### config.mk
export PLATFORM = sky130hd
export DESIGN_NAME = frame_time_budget_admission_unit
export DESIGN_NICKNAME = d
export VERILOG_FILES = /design/src/ftba_pkg.sv /design/src/ftba_ctrl.sv /design/src/ftba_dp.sv /design/src/frame_time_budget_admission_unit.sv
export SDC_FILE = /design/constraint.sdc
export NUM_CORES = 2
export LEC_CHECK = 0
export ABC_AREA = 0
export BUFFER_PORTS_ARGS = -buffer_cell sky130_fd_sc_hd__buf_4
export CORE_ASPECT_RATIO = 0.6
export CORE_UTILIZATION = 40
export DETAILED_ROUTE_END_ITERATION = 12
export HOLD_SLACK_MARGIN = 0.02
export PLACE_DENSITY_LB_ADDON = 0.2
export SYNTH_ARGS = -nofsm -noshare
export SYNTH_HDL_FRONTEND = slang
export SYNTH_HIERARCHICAL = 1
export SYNTH_SLANG_ARGS = --single-unit
### constraint.sdc
create_clock -name clock -period 29 [get_ports clock]
set_input_delay 4.35 -clock clock [delete_from_list [all_inputs] [get_ports clock]]
set_output_delay 4.35 -clock clock [all_outputs]
set_load 0.02 [all_outputs]
### src/ftba_pkg.sv
package ftba_pkg;

   // Channel count and field widths.
   localparam int CHANNELS  = 3;
   localparam int CAP_REGS  = 3;
   localparam int CH_IDX_W  = (CHANNELS > 1) ? $clog2(CHANNELS) : 1;
   localparam int TIME_W    = 16;
   localparam int OP_W      = 3;
   localparam int CH_W      = 2;
   localparam int TOT_W     = 20;

   // Configuration register file.
   localparam int CFG_REGS  = 8;
   localparam int CFG_IDX_W = 3;

   localparam logic [CFG_IDX_W-1:0] REG_TARGET    = 3'd0;
   localparam logic [CFG_IDX_W-1:0] REG_MIN_SCALE = 3'd1;
   localparam logic [CFG_IDX_W-1:0] REG_MAX_SCALE = 3'd2;
   localparam logic [CFG_IDX_W-1:0] REG_ADAPT     = 3'd3;
   localparam logic [CFG_IDX_W-1:0] REG_IO_CAP    = 3'd4;
   localparam logic [CFG_IDX_W-1:0] REG_TOTAL_CAP = 3'd7;

   localparam logic [TIME_W-1:0] CFG_RESET [CFG_REGS] = '{
      16'd4267, 16'd2048, 16'd8192, 16'd6554, 16'd512, 16'd512, 16'd512, 16'd1024
   };

   // Operation codes.
   localparam logic [OP_W-1:0] OP_BEGIN_FRAME      = 3'd0;
   localparam logic [OP_W-1:0] OP_RESERVE_LEARNED  = 3'd1;
   localparam logic [OP_W-1:0] OP_RESERVE_EXPLICIT = 3'd2;
   localparam logic [OP_W-1:0] OP_COMMIT           = 3'd3;
   localparam logic [OP_W-1:0] OP_CANCEL           = 3'd4;

   // Arithmetic constants.
   localparam logic [TIME_W-1:0] SCALE_ONE  = 16'd4096;
   localparam logic [TIME_W-1:0] SEED_COST  = 16'd64;
   localparam logic [TIME_W-1:0] SMOOTH_Q16 = 16'd9830;
   localparam logic [TIME_W-1:0] MAX16      = 16'hFFFF;

   // Headroom divider: (target << 12) / last frame time.
   localparam int DIVIDEND_W = 28;
   localparam int DIV_STEPS  = DIVIDEND_W;
   localparam int DIV_CNT_W  = $clog2(DIV_STEPS);

   typedef enum logic [3:0] {
      CMD_NONE,
      CMD_LOAD,
      CMD_DIV_INIT,
      CMD_DIV_STEP,
      CMD_ADAPT_MUL,
      CMD_ADAPT_APPLY,
      CMD_FRAME_CLEAR,
      CMD_CAP_CH,
      CMD_CAP_TOT,
      CMD_RESERVE,
      CMD_COMMIT_MUL,
      CMD_COMMIT_APPLY,
      CMD_CANCEL,
      CMD_OUT_LOAD
   } cmd_type;

   typedef struct packed {
      logic [OP_W-1:0] op;
      logic            ch_ok;
      logic            adapt_en;
   } status_type;

endpackage

### src/ftba_ctrl.sv
module ftba_ctrl (
   input  logic                 clock,
   input  logic                 reset,
   input  logic                 req_tvalid,
   output logic                 req_tready,
   output logic                 rsp_tvalid,
   input  logic                 rsp_tready,
   input  ftba_pkg::status_type status,
   output ftba_pkg::cmd_type    cmd
);

   typedef enum logic [3:0] {
      ST_IDLE,
      ST_DECODE,
      ST_DIV_INIT,
      ST_DIV,
      ST_ADAPT_MUL,
      ST_ADAPT_APPLY,
      ST_FRAME_CLEAR,
      ST_CAP_CH,
      ST_CAP_TOT,
      ST_RESERVE,
      ST_COMMIT_MUL,
      ST_COMMIT_APPLY,
      ST_CANCEL,
      ST_DONE
   } state_type;

   state_type                          state_ff;
   state_type                          state_in;
   logic [ftba_pkg::DIV_CNT_W-1:0]     cnt_ff;
   logic [ftba_pkg::DIV_CNT_W-1:0]     cnt_in;
   logic                               rsp_tvalid_ff;
   logic                               rsp_tvalid_in;
   logic                               out_free;

   assign req_tready = (state_ff == ST_IDLE);
   assign rsp_tvalid = rsp_tvalid_ff;
   assign out_free   = !rsp_tvalid_ff || rsp_tready;

   always_comb begin
      state_in      = state_ff;
      cnt_in        = cnt_ff;
      rsp_tvalid_in = rsp_tvalid_ff && !rsp_tready;
      cmd           = ftba_pkg::CMD_NONE;
      unique case (state_ff)
         ST_IDLE: begin
            if (req_tvalid) begin
               cmd      = ftba_pkg::CMD_LOAD;
               state_in = ST_DECODE;
            end
         end
         ST_DECODE: begin
            if (status.op == ftba_pkg::OP_BEGIN_FRAME) begin
               state_in = status.adapt_en ? ST_DIV_INIT : ST_FRAME_CLEAR;
            end else if ((status.op == ftba_pkg::OP_RESERVE_LEARNED ||
                          status.op == ftba_pkg::OP_RESERVE_EXPLICIT) && status.ch_ok) begin
               state_in = ST_CAP_CH;
            end else if (status.op == ftba_pkg::OP_COMMIT && status.ch_ok) begin
               state_in = ST_COMMIT_MUL;
            end else if (status.op == ftba_pkg::OP_CANCEL && status.ch_ok) begin
               state_in = ST_CANCEL;
            end else begin
               state_in = ST_DONE;
            end
         end
         ST_DIV_INIT: begin
            cmd      = ftba_pkg::CMD_DIV_INIT;
            cnt_in   = '0;
            state_in = ST_DIV;
         end
         ST_DIV: begin
            cmd    = ftba_pkg::CMD_DIV_STEP;
            cnt_in = cnt_ff + 1'b1;
            if (cnt_ff == ftba_pkg::DIV_CNT_W'(ftba_pkg::DIV_STEPS - 1)) begin
               state_in = ST_ADAPT_MUL;
            end
         end
         ST_ADAPT_MUL: begin
            cmd      = ftba_pkg::CMD_ADAPT_MUL;
            state_in = ST_ADAPT_APPLY;
         end
         ST_ADAPT_APPLY: begin
            cmd      = ftba_pkg::CMD_ADAPT_APPLY;
            state_in = ST_FRAME_CLEAR;
         end
         ST_FRAME_CLEAR: begin
            cmd      = ftba_pkg::CMD_FRAME_CLEAR;
            state_in = ST_DONE;
         end
         ST_CAP_CH: begin
            cmd      = ftba_pkg::CMD_CAP_CH;
            state_in = ST_CAP_TOT;
         end
         ST_CAP_TOT: begin
            cmd      = ftba_pkg::CMD_CAP_TOT;
            state_in = ST_RESERVE;
         end
         ST_RESERVE: begin
            cmd      = ftba_pkg::CMD_RESERVE;
            state_in = ST_DONE;
         end
         ST_COMMIT_MUL: begin
            cmd      = ftba_pkg::CMD_COMMIT_MUL;
            state_in = ST_COMMIT_APPLY;
         end
         ST_COMMIT_APPLY: begin
            cmd      = ftba_pkg::CMD_COMMIT_APPLY;
            state_in = ST_DONE;
         end
         ST_CANCEL: begin
            cmd      = ftba_pkg::CMD_CANCEL;
            state_in = ST_DONE;
         end
         ST_DONE: begin
            // Hold the finished result until the output register is free.
            if (out_free) begin
               cmd           = ftba_pkg::CMD_OUT_LOAD;
               rsp_tvalid_in = 1'b1;
               state_in      = ST_IDLE;
            end
         end
         default: begin
            state_in = ST_IDLE;
         end
      endcase
   end

   always_ff @(posedge clock) begin
      if (reset) begin
         state_ff      <= ST_IDLE;
         cnt_ff        <= '0;
         rsp_tvalid_ff <= 1'b0;
      end else begin
         state_ff      <= state_in;
         cnt_ff        <= cnt_in;
         rsp_tvalid_ff <= rsp_tvalid_in;
      end
   end

endmodule

### src/ftba_dp.sv
module ftba_dp (
   input  logic                                 clock,
   input  logic                                 reset,
   input  ftba_pkg::cmd_type                    cmd,
   output ftba_pkg::status_type                 status,
   input  logic [31:0]                          req_tdata,
   input  logic [4:0]                           req_tuser,
   input  logic                                 csr_we,
   input  logic [ftba_pkg::CFG_IDX_W-1:0]       csr_index,
   input  logic [ftba_pkg::TIME_W-1:0]          csr_wdata,
   output logic [63:0]                          rsp_tdata,
   output logic                                 rsp_tuser
);

   localparam int TW = ftba_pkg::TIME_W;
   localparam int DW = ftba_pkg::DIVIDEND_W;

   // Raise to the minimum first, then lower to the maximum.
   function automatic logic [TW-1:0] clamp_scale(input logic signed [TW+2:0] v,
                                                 input logic [TW-1:0] lo,
                                                 input logic [TW-1:0] hi);
      logic signed [TW+2:0] r;
      r = v;
      if (r < $signed({3'b000, lo})) r = $signed({3'b000, lo});
      if (r > $signed({3'b000, hi})) r = $signed({3'b000, hi});
      return r[TW-1:0];
   endfunction

   // Saturate to the unsigned 16-bit range.
   function automatic logic [TW-1:0] sat16(input logic signed [TW+2:0] v);
      logic [TW-1:0] r;
      if (v < 0) r = '0;
      else if (v > $signed({3'b000, ftba_pkg::MAX16})) r = ftba_pkg::MAX16;
      else r = v[TW-1:0];
      return r;
   endfunction

   function automatic logic [TW-1:0] adjust(input logic [TW-1:0] cur,
                                            input logic signed [TW+1:0] delta);
      logic signed [TW+2:0] v;
      v = $signed({3'b000, cur}) + $signed({delta[TW+1], delta});
      return sat16(v);
   endfunction

   logic [TW-1:0]                       cfg_ff [ftba_pkg::CFG_REGS];

   logic [ftba_pkg::OP_W-1:0]           op_ff;
   logic [ftba_pkg::CH_W-1:0]           ch_ff;
   logic [TW-1:0]                       tv_ff;
   logic [TW-1:0]                       ra_ff;

   logic [TW-1:0]                       scale_ff;
   logic [TW-1:0]                       usage_ff [ftba_pkg::CHANNELS];
   logic [TW-1:0]                       avg_ff [ftba_pkg::CHANNELS];
   logic [TW-1:0]                       rej_ff;
   logic                                granted_ff;
   logic [TW-1:0]                       amount_ff;

   logic [TW-1:0]                       rem_ff;
   logic [DW-1:0]                       quo_ff;
   logic signed [2*TW+1:0]              prod_ff;
   logic [2*TW-1:0]                     cap_ch_ff;
   logic [2*TW-1:0]                     cap_tot_ff;

   logic                                out_granted_ff;
   logic [TW-1:0]                       out_amount_ff;
   logic [TW-1:0]                       out_rej_ff;
   logic [TW-1:0]                       out_total_ff;
   logic [TW-1:0]                       out_scale_ff;

   logic                                ch_ok;
   logic [ftba_pkg::CH_IDX_W-1:0]       ch_idx;
   logic [TW-1:0]                       use_sel;
   logic [TW-1:0]                       avg_sel;
   logic [TW-1:0]                       chcap;
   logic [TW-1:0]                       est;
   logic [ftba_pkg::TOT_W-1:0]          tot;
   logic [TW-1:0]                       tot_sat;
   logic [TW:0]                         div_shift;
   logic                                div_fit;
   logic [DW-1:0]                       head;
   logic [TW-1:0]                       tgt;
   logic [TW-1:0]                       mul_u_a;
   logic [2*TW-1:0]                     mul_u_p;
   logic signed [TW:0]                  mul_s_a;
   logic signed [TW:0]                  mul_s_b;
   logic signed [2*TW+1:0]              mul_s_p;
   logic signed [2*TW+1:0]              prod_rnd;
   logic signed [TW+1:0]                step;
   logic [2*TW-1:0]                     need_ch;
   logic [2*TW-1:0]                     need_tot;
   logic                                over;
   logic                                untouched;

   assign ch_ok   = (int'(ch_ff) < ftba_pkg::CHANNELS);
   assign ch_idx  = ftba_pkg::CH_IDX_W'(ch_ff);
   assign use_sel = ch_ok ? usage_ff[ch_idx] : '0;
   assign avg_sel = ch_ok ? avg_ff[ch_idx] : '0;
   assign chcap   = (int'(ch_ff) < ftba_pkg::CAP_REGS)
                    ? cfg_ff[ftba_pkg::CFG_IDX_W'(int'(ftba_pkg::REG_IO_CAP) + int'(ch_ff))]
                    : '0;

   assign status.op       = op_ff;
   assign status.ch_ok    = ch_ok;
   assign status.adapt_en = (tv_ff != '0) && (cfg_ff[ftba_pkg::REG_TARGET] != '0);

   always_comb begin
      if (op_ff == ftba_pkg::OP_RESERVE_LEARNED) begin
         est = (avg_sel == '0) ? ftba_pkg::SEED_COST : avg_sel;
      end else begin
         est = tv_ff;
      end
   end

   always_comb begin
      tot = '0;
      for (int i = 0; i < ftba_pkg::CHANNELS; i++) begin
         tot = tot + ftba_pkg::TOT_W'(usage_ff[i]);
      end
   end
   assign tot_sat = (tot > ftba_pkg::TOT_W'(ftba_pkg::MAX16)) ? ftba_pkg::MAX16 : tot[TW-1:0];

   // One restoring divider step: the remainder stays below the divisor.
   assign div_shift = {rem_ff, quo_ff[DW-1]};
   assign div_fit   = (div_shift >= {1'b0, tv_ff});

   // Headroom clamp; the quotient can be far wider than a scale.
   always_comb begin
      head = quo_ff;
      if (head < DW'(cfg_ff[ftba_pkg::REG_MIN_SCALE])) head = DW'(cfg_ff[ftba_pkg::REG_MIN_SCALE]);
      if (head > DW'(cfg_ff[ftba_pkg::REG_MAX_SCALE])) head = DW'(cfg_ff[ftba_pkg::REG_MAX_SCALE]);
      tgt = head[TW-1:0];
   end

   // Shared unsigned multiplier for the scaled caps.
   assign mul_u_a = (cmd == ftba_pkg::CMD_CAP_CH) ? chcap : cfg_ff[ftba_pkg::REG_TOTAL_CAP];
   assign mul_u_p = mul_u_a * scale_ff;

   // Shared signed multiplier for the adaptation step and the cost smoothing.
   always_comb begin
      if (cmd == ftba_pkg::CMD_ADAPT_MUL) begin
         mul_s_a = $signed({1'b0, tgt}) - $signed({1'b0, scale_ff});
         mul_s_b = $signed({1'b0, cfg_ff[ftba_pkg::REG_ADAPT]});
      end else begin
         mul_s_a = $signed({1'b0, tv_ff}) - $signed({1'b0, avg_sel});
         mul_s_b = $signed({1'b0, ftba_pkg::SMOOTH_Q16});
      end
      mul_s_p = mul_s_a * mul_s_b;
   end

   // Divide by 65536, rounding half up: floor of (p + 32768) / 65536.
   assign prod_rnd = prod_ff + (2*TW+2)'(32768);
   assign step     = prod_rnd[2*TW+1:TW];

   assign need_ch   = {3'b000, {1'b0, use_sel} + {1'b0, est}, 12'b0};
   assign need_tot  = {tot + ftba_pkg::TOT_W'(est), 12'b0};
   assign over      = (need_ch > cap_ch_ff) || (need_tot > cap_tot_ff);
   assign untouched = (tot == '0);

   always_ff @(posedge clock) begin
      if (reset) begin
         for (int i = 0; i < ftba_pkg::CFG_REGS; i++) begin
            cfg_ff[i] <= ftba_pkg::CFG_RESET[i];
         end
      end else if (csr_we) begin
         cfg_ff[csr_index] <= csr_wdata;
      end
   end

   // Item capture, divider and product registers carry no reset.
   always_ff @(posedge clock) begin
      if (cmd == ftba_pkg::CMD_LOAD) begin
         op_ff <= req_tuser[2:0];
         ch_ff <= req_tuser[4:3];
         tv_ff <= req_tdata[15:0];
         ra_ff <= req_tdata[31:16];
      end
      if (cmd == ftba_pkg::CMD_DIV_INIT) begin
         rem_ff <= '0;
         quo_ff <= {cfg_ff[ftba_pkg::REG_TARGET], 12'b0};
      end else if (cmd == ftba_pkg::CMD_DIV_STEP) begin
         rem_ff <= div_fit ? TW'(div_shift - {1'b0, tv_ff}) : div_shift[TW-1:0];
         quo_ff <= {quo_ff[DW-2:0], div_fit};
      end
      if (cmd == ftba_pkg::CMD_ADAPT_MUL || cmd == ftba_pkg::CMD_COMMIT_MUL) begin
         prod_ff <= mul_s_p;
      end
      if (cmd == ftba_pkg::CMD_CAP_CH) begin
         cap_ch_ff <= mul_u_p;
      end
      if (cmd == ftba_pkg::CMD_CAP_TOT) begin
         cap_tot_ff <= mul_u_p;
      end
      if (cmd == ftba_pkg::CMD_OUT_LOAD) begin
         out_granted_ff <= granted_ff;
         out_amount_ff  <= amount_ff;
         out_rej_ff     <= rej_ff;
         out_total_ff   <= tot_sat;
         out_scale_ff   <= scale_ff;
      end
   end

   always_ff @(posedge clock) begin
      if (reset) begin
         scale_ff   <= ftba_pkg::SCALE_ONE;
         rej_ff     <= '0;
         granted_ff <= 1'b0;
         amount_ff  <= '0;
         for (int i = 0; i < ftba_pkg::CHANNELS; i++) begin
            usage_ff[i] <= '0;
            avg_ff[i]   <= '0;
         end
      end else begin
         case (cmd)
            ftba_pkg::CMD_LOAD: begin
               granted_ff <= 1'b0;
               amount_ff  <= '0;
            end
            ftba_pkg::CMD_ADAPT_APPLY: begin
               scale_ff <= clamp_scale($signed({3'b000, scale_ff}) + $signed({step[TW+1], step}),
                                       cfg_ff[ftba_pkg::REG_MIN_SCALE],
                                       cfg_ff[ftba_pkg::REG_MAX_SCALE]);
            end
            ftba_pkg::CMD_FRAME_CLEAR: begin
               rej_ff <= '0;
               for (int i = 0; i < ftba_pkg::CHANNELS; i++) begin
                  usage_ff[i] <= '0;
               end
            end
            ftba_pkg::CMD_RESERVE: begin
               if (!untouched && over) begin
                  if (rej_ff != ftba_pkg::MAX16) rej_ff <= rej_ff + 1'b1;
               end else begin
                  usage_ff[ch_idx] <= adjust(use_sel, $signed({2'b00, est}));
                  granted_ff       <= 1'b1;
                  amount_ff        <= est;
               end
            end
            ftba_pkg::CMD_COMMIT_MUL: begin
               usage_ff[ch_idx] <= adjust(use_sel,
                                          $signed({2'b00, tv_ff}) - $signed({2'b00, ra_ff}));
            end
            ftba_pkg::CMD_COMMIT_APPLY: begin
               if (avg_sel == '0) begin
                  avg_ff[ch_idx] <= tv_ff;
               end else begin
                  avg_ff[ch_idx] <= sat16($signed({3'b000, avg_sel}) +
                                          $signed({step[TW+1], step}));
               end
            end
            ftba_pkg::CMD_CANCEL: begin
               usage_ff[ch_idx] <= adjust(use_sel, -$signed({2'b00, ra_ff}));
            end
            default: begin
            end
         endcase
      end
   end

   assign rsp_tuser = out_granted_ff;
   assign rsp_tdata = {out_scale_ff, out_total_ff, out_rej_ff, out_amount_ff};

endmodule

### src/frame_time_budget_admission_unit.sv
// Frame time budget admission across three work channels. Times are in 1/256 ms and scales
// in Q4.12. Each request transaction yields exactly one response transaction. Items are
// worked one at a time. A begin frame that adapts the scale first runs the 28-step
// restoring divider, which forms target * 4096 / last frame time one quotient bit per
// cycle, then steps the scale toward the clamped headroom and clears the frame's usage
// and rejection count. A finished response is held in an output register, so the next
// request is taken while it waits. Configuration registers may be written only while no
// request is in flight.
module frame_time_budget_admission_unit (
   input  logic                               clock,
   input  logic                               reset,
   input  logic                               req_tvalid,
   output logic                               req_tready,
   input  logic [31:0]                        req_tdata,  // time_value, reserved_amount
   input  logic [4:0]                         req_tuser,  // operation, channel
   output logic                               rsp_tvalid,
   input  logic                               rsp_tready,
   // granted_amount, rejection_count, total_in_use, current_scale
   output logic [63:0]                        rsp_tdata,
   output logic                               rsp_tuser,  // granted
   input  logic                               csr_we,
   input  logic [ftba_pkg::CFG_IDX_W-1:0]     csr_index,
   input  logic [ftba_pkg::TIME_W-1:0]        csr_wdata
);

   ftba_pkg::cmd_type    cmd;
   ftba_pkg::status_type status;

   ftba_ctrl u_ctrl (
      .clock      (clock),
      .reset      (reset),
      .req_tvalid (req_tvalid),
      .req_tready (req_tready),
      .rsp_tvalid (rsp_tvalid),
      .rsp_tready (rsp_tready),
      .status     (status),
      .cmd        (cmd)
   );

   ftba_dp u_dp (
      .clock     (clock),
      .reset     (reset),
      .cmd       (cmd),
      .status    (status),
      .req_tdata (req_tdata),
      .req_tuser (req_tuser),
      .csr_we    (csr_we),
      .csr_index (csr_index),
      .csr_wdata (csr_wdata),
      .rsp_tdata (rsp_tdata),
      .rsp_tuser (rsp_tuser)
   );

endmodule

# After elaboration in Yosys (flattened, before gate mapping)
# Memory sizes are Yosys's and may differ from the RTL's. A register that Yosys moved wholly into a read port is not among the register bits.
# Cells that the tools add are included.
# word_totals
register_bits	303
latch_bits	0
ramBits	224
rom_bits	0
output_inout_bits	67
wordCells	236
memories	3
# classes
addsub	18
n_mul	2
n_div	0
n_lt_le_gt_ge	17
eq_ne	38
shift	0
n_mux	100
n_bitwise	6
n_reduce_logical	30
# mem_list
name	words	word_bits	rd	rd_clocked_by_memory_dff	write_ports	line_no	text
u_dp.cfg_ff	8	16	6	0	8	ftba_dp.sv:45	logic [TW-1:0] cfg_ff [ftba_pkg::CFG_REGS];
u_dp.avg_ff	3	16	1	1	3	ftba_dp.sv:54	logic [TW-1:0] avg_ff [ftba_pkg::CHANNELS];
u_dp.usage_ff	3	16	4	1	3	ftba_dp.sv:53	logic [TW-1:0] usage_ff [ftba_pkg::CHANNELS];
# op_table
op	count
16-bit 2-to-1 mux	40
28-bit 2-to-1 mux	3
19-bit by 17-bit greater-than comparator with 1-bit output (second input constant)	4
19-bit by 1-bit less-than comparator with 1-bit output (second input constant)	4
16-bit case mux with 2 select lines	2
17-bit by 18-bit adder with 19-bit output	3
19-bit 2-to-1 mux	3
4-bit case mux with 13 select lines	1
16-bit by 16-bit adder with 17-bit output	3
16-bit by 16-bit subtractor with 17-bit output	3
4-bit == test (second input constant)	12
16-bit OR reduction	3
4-bit case mux with 11 select lines	1
20-bit by 16-bit adder with 20-bit output	2
34-bit by 17-bit adder with 34-bit output (second input constant)	1
17-bit by 17-bit multiplier with 34-bit output	1
1-bit 2-to-1 mux	34
4-bit by 3-bit == test with 1-bit output (second input constant)	8
29-bit by 32-bit greater-than comparator with 1-bit output	1
32-bit greater-than comparator	1
16-bit by 16-bit multiplier with 32-bit output	1
16-bit nonzero test	2
28-bit by 16-bit greater-than comparator with 1-bit output	1
28-bit by 16-bit less-than comparator with 1-bit output	1
38 further kinds	76

# Depth between registers and ports, before layout
# logic_depth
word_depth	17
depth_mapped	58

# By module
# The synthesis kept the hierarchy.
# modules_own_cells
module	instances	cells_each	area_each_um2
ftba_dp	1	5281	51704.6
ftba_ctrl	1	88	699.4

# Worst setup path before layout
# OpenSTA, ideal clock, no wires.
# synth_path
path_kind	register to register
from	mem u_dp/cfg_ff[1][1] (netlist bit)
to	reg u_dp.prod_ff[33] (data pin)
setup_ns	0.260
arrival_time_ns	12.375
t_required_ns	28.740
setup_slack_ns	16.365
path_stages_with_launch	51
period_less_slack_ns	12.635
cell_sequence	edfxtp_1 > inv_1 > ha_1 > a21oi_1 > nor2b_1 > o21ai_0 > a21oi_1 > o21ai_0 > a31o_2 > a31oi_1 > clkbuf_1 > mux2_2 > ha_1 > a21oi_1 > nor2b_1 > o21ai_0 > a21boi_0 > o21ai_0 > [... 15 more ...] > a21oi_1 > fa_1 > inv_1 > fa_1 > fa_1 > fa_1 > fa_1 > fa_1 > ha_1 > and3_1 > a221oi_1 > nor2b_1 > nor2_1 > o21ai_0 > a211oi_1 > o31ai_1 > a21oi_1 > xnor2_1
# synth_rtl
item	line_no	text
start, declared	ftba_dp.sv:45	
end signal, assigned	ftba_dp.sv:186	prod_ff <= mul_s_p;
end, declared	ftba_dp.sv:61	logic signed [2*TW+1:0] prod_ff;

==> metrics <==
post-placement cell area=55510 µm²; width of the die=469.3 µm; required arrival time at the worst endpoint=29400 ps; signed area change from the synthesized netlist to the final layout=9.481%; Post-synth EDFFs=457; root buffer cell=sky130_fd_sc_hd__clkbuf_16; kind of cell adding the most delay to the critical path=compound AO/OA/AOI/OAI gates; Setup crit start kind=flop; Async SR Flop Fraction=0%; crit path DAT=15230 ps; maximum number of pins on one net before global-route repair=61; Hold-fix buffers, CTS=0; total negative setup slack=0 ps; unrepaired setup endpoints after global routing=no; type of the worst setup path=reg -> reg; class of the tightest hold or removal check=reg -> reg; TritonCTS clock tree=done; Gate Count Post-Synth=5369; dominant register cell in the synthesized netlist=sky130_fd_sc_hd__edfxtp_1; Tightest Pin Transition=1624 ps; Post-CTS Setup Repair Bufs=0; routed wire length=178600 µm; number of buffers added by the clock tree synthesis step=55; H-tree depth=2; sequential cell area in the final layout=15510 µm²; Max transition margin=-11.07%; Post-Synthesis Cell Area=52400 µm²; number of detailed-routing iterations run before antenna repair=6; number of antenna violations at the first check in global routing=12; delay of the slowest critical-path stage=910 ps; DP HPWL=143400 µm; dominant cell type by count on the critical path=sky130_fd_sc_hd__a21oi_1; post-layout minimum cycle time=14830 ps; maximum clock frequency=67.44 MHz; Synth Register Bits=546; number of rows in the core area=102; first-pass GRT wire length=262600 µm; DRC=0; Setup-failing EPs final=0; number of port buffers=127; Cell variety after synth=99; fraction of the cycle the final worst path needs=51.13%; number of buffers on the longest clock path=3; Synthesized Nets=6395; vias per inst=5.652; result of the run=complete, but fails checks; number of global-route vias before repair=38650; endpoint kind of the worst setup timing path=flop; Clock Sink Count=546; number of buffers and inverters on the critical path=8; drt first-iter violations=5048; GRT Overall Usage=26.79%; Initial Util=40.45%; share of final-layout standard cells stronger than drive strength 1=8.308%; number of warnings issued by yosys=6; sequential area share after synthesis=29.59%; Max Clock Skew=20.67 ps; critical-path maximum fanout=12; number of ports placed on the die boundary=128; library cell contributing the largest single delay on the critical path=sky130_fd_sc_hd__a2111oi_0; Max Slew Vio Count=2; core outline area=129500 µm²; wire per inst=24.70 µm; die height=282.4 µm; layout net count=6492; Hold Vio Cnt, Final=0; die area=132500 µm²; filler cell count=12370; mean instance size in the synthesized netlist=9.760 µm²; Placer Congestion=1.056; clock slew at the register clock pins of the worst setup and hold paths=80 ps; Congestion Overflow GR=0; Resize count post-CTS=0; violated checks=max-capacitance violations, max-slew violations; number of maximum-capacitance violations=1; Antenna Violating Nets Remaining=0; total area of multi-input combinational cells=33310 µm²; final design area excluding fillers=57370 µm²; Clk Latency, worst-skew pair=650 ps; via count=40870
-- path summary, 6_finish.rpt --
path                          start                to  slack (ps)  cells after the start
hold reg to reg     u_dp/granted_ff    u_dp/rsp_tuser         430                      0
setup / recovery  u_dp/cfg_ff[1][1]  u_dp/prod_ff[33]       14170                     55
hold / removal      u_dp/granted_ff    u_dp/rsp_tuser         430                      0
setup reg to reg  u_dp/cfg_ff[1][1]  u_dp/prod_ff[33]       14170                     55
-- metal layers --
metal	share of wire, %	vias up	track usage (%)
met4	1.4	0	3.766
li1	-	18310	-
met3	14	156	8.582
met1	51	20320	44.78
met2	35	2082	32.25
met5	0	-	0
-- synth_stat cells, types with 9 or more instances --
master	count	area [µm²]
sky130_fd_sc_hd__a211oi_1	24	180.2
sky130_fd_sc_hd__nor4_1	37	231.5
sky130_fd_sc_hd__a21o_1	114	855.8
sky130_fd_sc_hd__and4_1	9	78.83
sky130_fd_sc_hd__nand2_1	502	1884
sky130_fd_sc_hd__nand2b_1	75	469.2
sky130_fd_sc_hd__o21a_1	47	352.8
sky130_fd_sc_hd__inv_1	788	2958
sky130_fd_sc_hd__a21oi_1	285	1426
sky130_fd_sc_hd__ha_1	467	5843
sky130_fd_sc_hd__o31ai_1	22	165.2
sky130_fd_sc_hd__nand4_1	32	200.2
sky130_fd_sc_hd__nor2b_1	52	325.3
sky130_fd_sc_hd__o2111ai_1	10	87.58
sky130_fd_sc_hd__nor3_1	103	515.5
sky130_fd_sc_hd__nand3_1	62	310.3
sky130_fd_sc_hd__clkbuf_1	147	551.8
sky130_fd_sc_hd__mux4_2	31	698.2
sky130_fd_sc_hd__dfxtp_1	89	1782
sky130_fd_sc_hd__xor2_1	73	639.4
sky130_fd_sc_hd__nor2_1	408	1531
sky130_fd_sc_hd__mux2i_1	39	390.4
sky130_fd_sc_hd__o21ai_1	14	70.07
sky130_fd_sc_hd__edfxtp_1	457	13720
sky130_fd_sc_hd__or2_2	29	181.4
sky130_fd_sc_hd__o21ai_0	156	780.8
sky130_fd_sc_hd__o21bai_1	35	262.8
sky130_fd_sc_hd__o31a_1	10	87.58
sky130_fd_sc_hd__a21boi_0	10	75.07
sky130_fd_sc_hd__a31o_2	10	87.58
sky130_fd_sc_hd__and3_1	44	275.3
sky130_fd_sc_hd__or3_1	36	225.2
sky130_fd_sc_hd__a22o_1	26	227.7
sky130_fd_sc_hd__mux2_2	48	540.5
sky130_fd_sc_hd__buf_1	11	41.29
sky130_fd_sc_hd__and2_1	215	1345
sky130_fd_sc_hd__fa_1	498	9970
sky130_fd_sc_hd__o211ai_1	28	210.2
sky130_fd_sc_hd__xnor2_1	155	1358
sky130_fd_sc_hd__a211o_1	9	78.83
sky130_fd_sc_hd__a31oi_1	21	131.4
-- cell families after synthesis --
kind of cell / count (synthesis) / share of synthesized area (%)
DFF: 546 / 29.59
xor gates and xnor gates: 228 / 3.811
muxes: 118 / 3.109
adders and majority gates: 966 / 30.19
AOI/OAI and AO/OA: 901 / 11.15
and+or+nand+nor: 1651 / 15.20
buffers and inverters: 959 / 6.950
-- final cells by class --
class	instances	share of cell area (%)
flip-flops and latches	546	27.03
clock inverters	31	0.5081
well taps	1716	3.742
diodes	3	0.01309
clock buffers	73	2.733
repair buffers	210	2.748
inverters	789	5.162
multi-input cells	3864	58.07
-- cell usage in the layout, fill, tap and decap left out, types with 26 or more instances in the layout --
master                      instances
sky130_fd_sc_hd__o21bai_1          35
sky130_fd_sc_hd__and3_1            44
sky130_fd_sc_hd__fa_1             498
sky130_fd_sc_hd__or2_2             29
sky130_fd_sc_hd__nor2b_1           51
sky130_fd_sc_hd__mux4_2            31
sky130_fd_sc_hd__o21ai_0          148
sky130_fd_sc_hd__and2_1           215
sky130_fd_sc_hd__inv_1            787
sky130_fd_sc_hd__nand2b_1          75
sky130_fd_sc_hd__a21oi_1          285
sky130_fd_sc_hd__nor3_1            98
sky130_fd_sc_hd__nand3_1           62
sky130_fd_sc_hd__clkbuf_16         58
sky130_fd_sc_hd__dfxtp_1           88
sky130_fd_sc_hd__a22o_1            26
sky130_fd_sc_hd__o21a_1            47
sky130_fd_sc_hd__xor2_1            73
sky130_fd_sc_hd__ha_1             467
sky130_fd_sc_hd__mux2i_1           39
sky130_fd_sc_hd__buf_4            210
sky130_fd_sc_hd__nor2_1           405
sky130_fd_sc_hd__nand2_1          502
sky130_fd_sc_hd__xnor2_1          155
sky130_fd_sc_hd__edfxtp_1         457
sky130_fd_sc_hd__or3_1             36
sky130_fd_sc_hd__o211ai_1          28
sky130_fd_sc_hd__nor4_1            36
sky130_fd_sc_hd__mux2_2            48
sky130_fd_sc_hd__a21o_1           114
sky130_fd_sc_hd__nand4_1           32
-- metrics by stage --
stage          cells  utilization [%]  setup slack [ps]  hold WS [ps]
2_1_floorplan   5369                -             16370         407.9
3_3_place_gp    7125            42.85             14660         417.5
3_5_place_dp    7125            42.85             14630         416.1
4_1_cts         7229            44.28             14560         430.9
5_1_grt         7229            44.28             13360         442.9
6_report        7232            44.29             14170         428.7
-- sequential cells by signal, summed over array words and instances (netlist names), 2 cells and up, named ones only --
signal	count
u_dp/rej_ff	16
u_dp/rem_ff	16
u_dp/scale_ff	16
u_dp/tv_ff	16
u_dp/cap_ch_ff	32
u_dp/cfg_ff	128
u_dp/amount_ff	16
u_ctrl/cnt_ff	5
u_dp/out_rej_ff	16
u_dp/out_amount_ff	16
u_dp/prod_ff	19
u_dp/avg_ff	64
u_dp/quo_ff	28
u_dp/usage_ff	64
u_ctrl/state_ff	4
u_dp/op_ff	3
u_dp/out_scale_ff	16
u_dp/out_total_ff	16
u_dp/cap_tot_ff	32
u_dp/ch_ff	2
u_dp/ra_ff	16
Power is not shown: default switching activity piles up to over one toggle a cycle in this logic, so the estimate is an artifact.
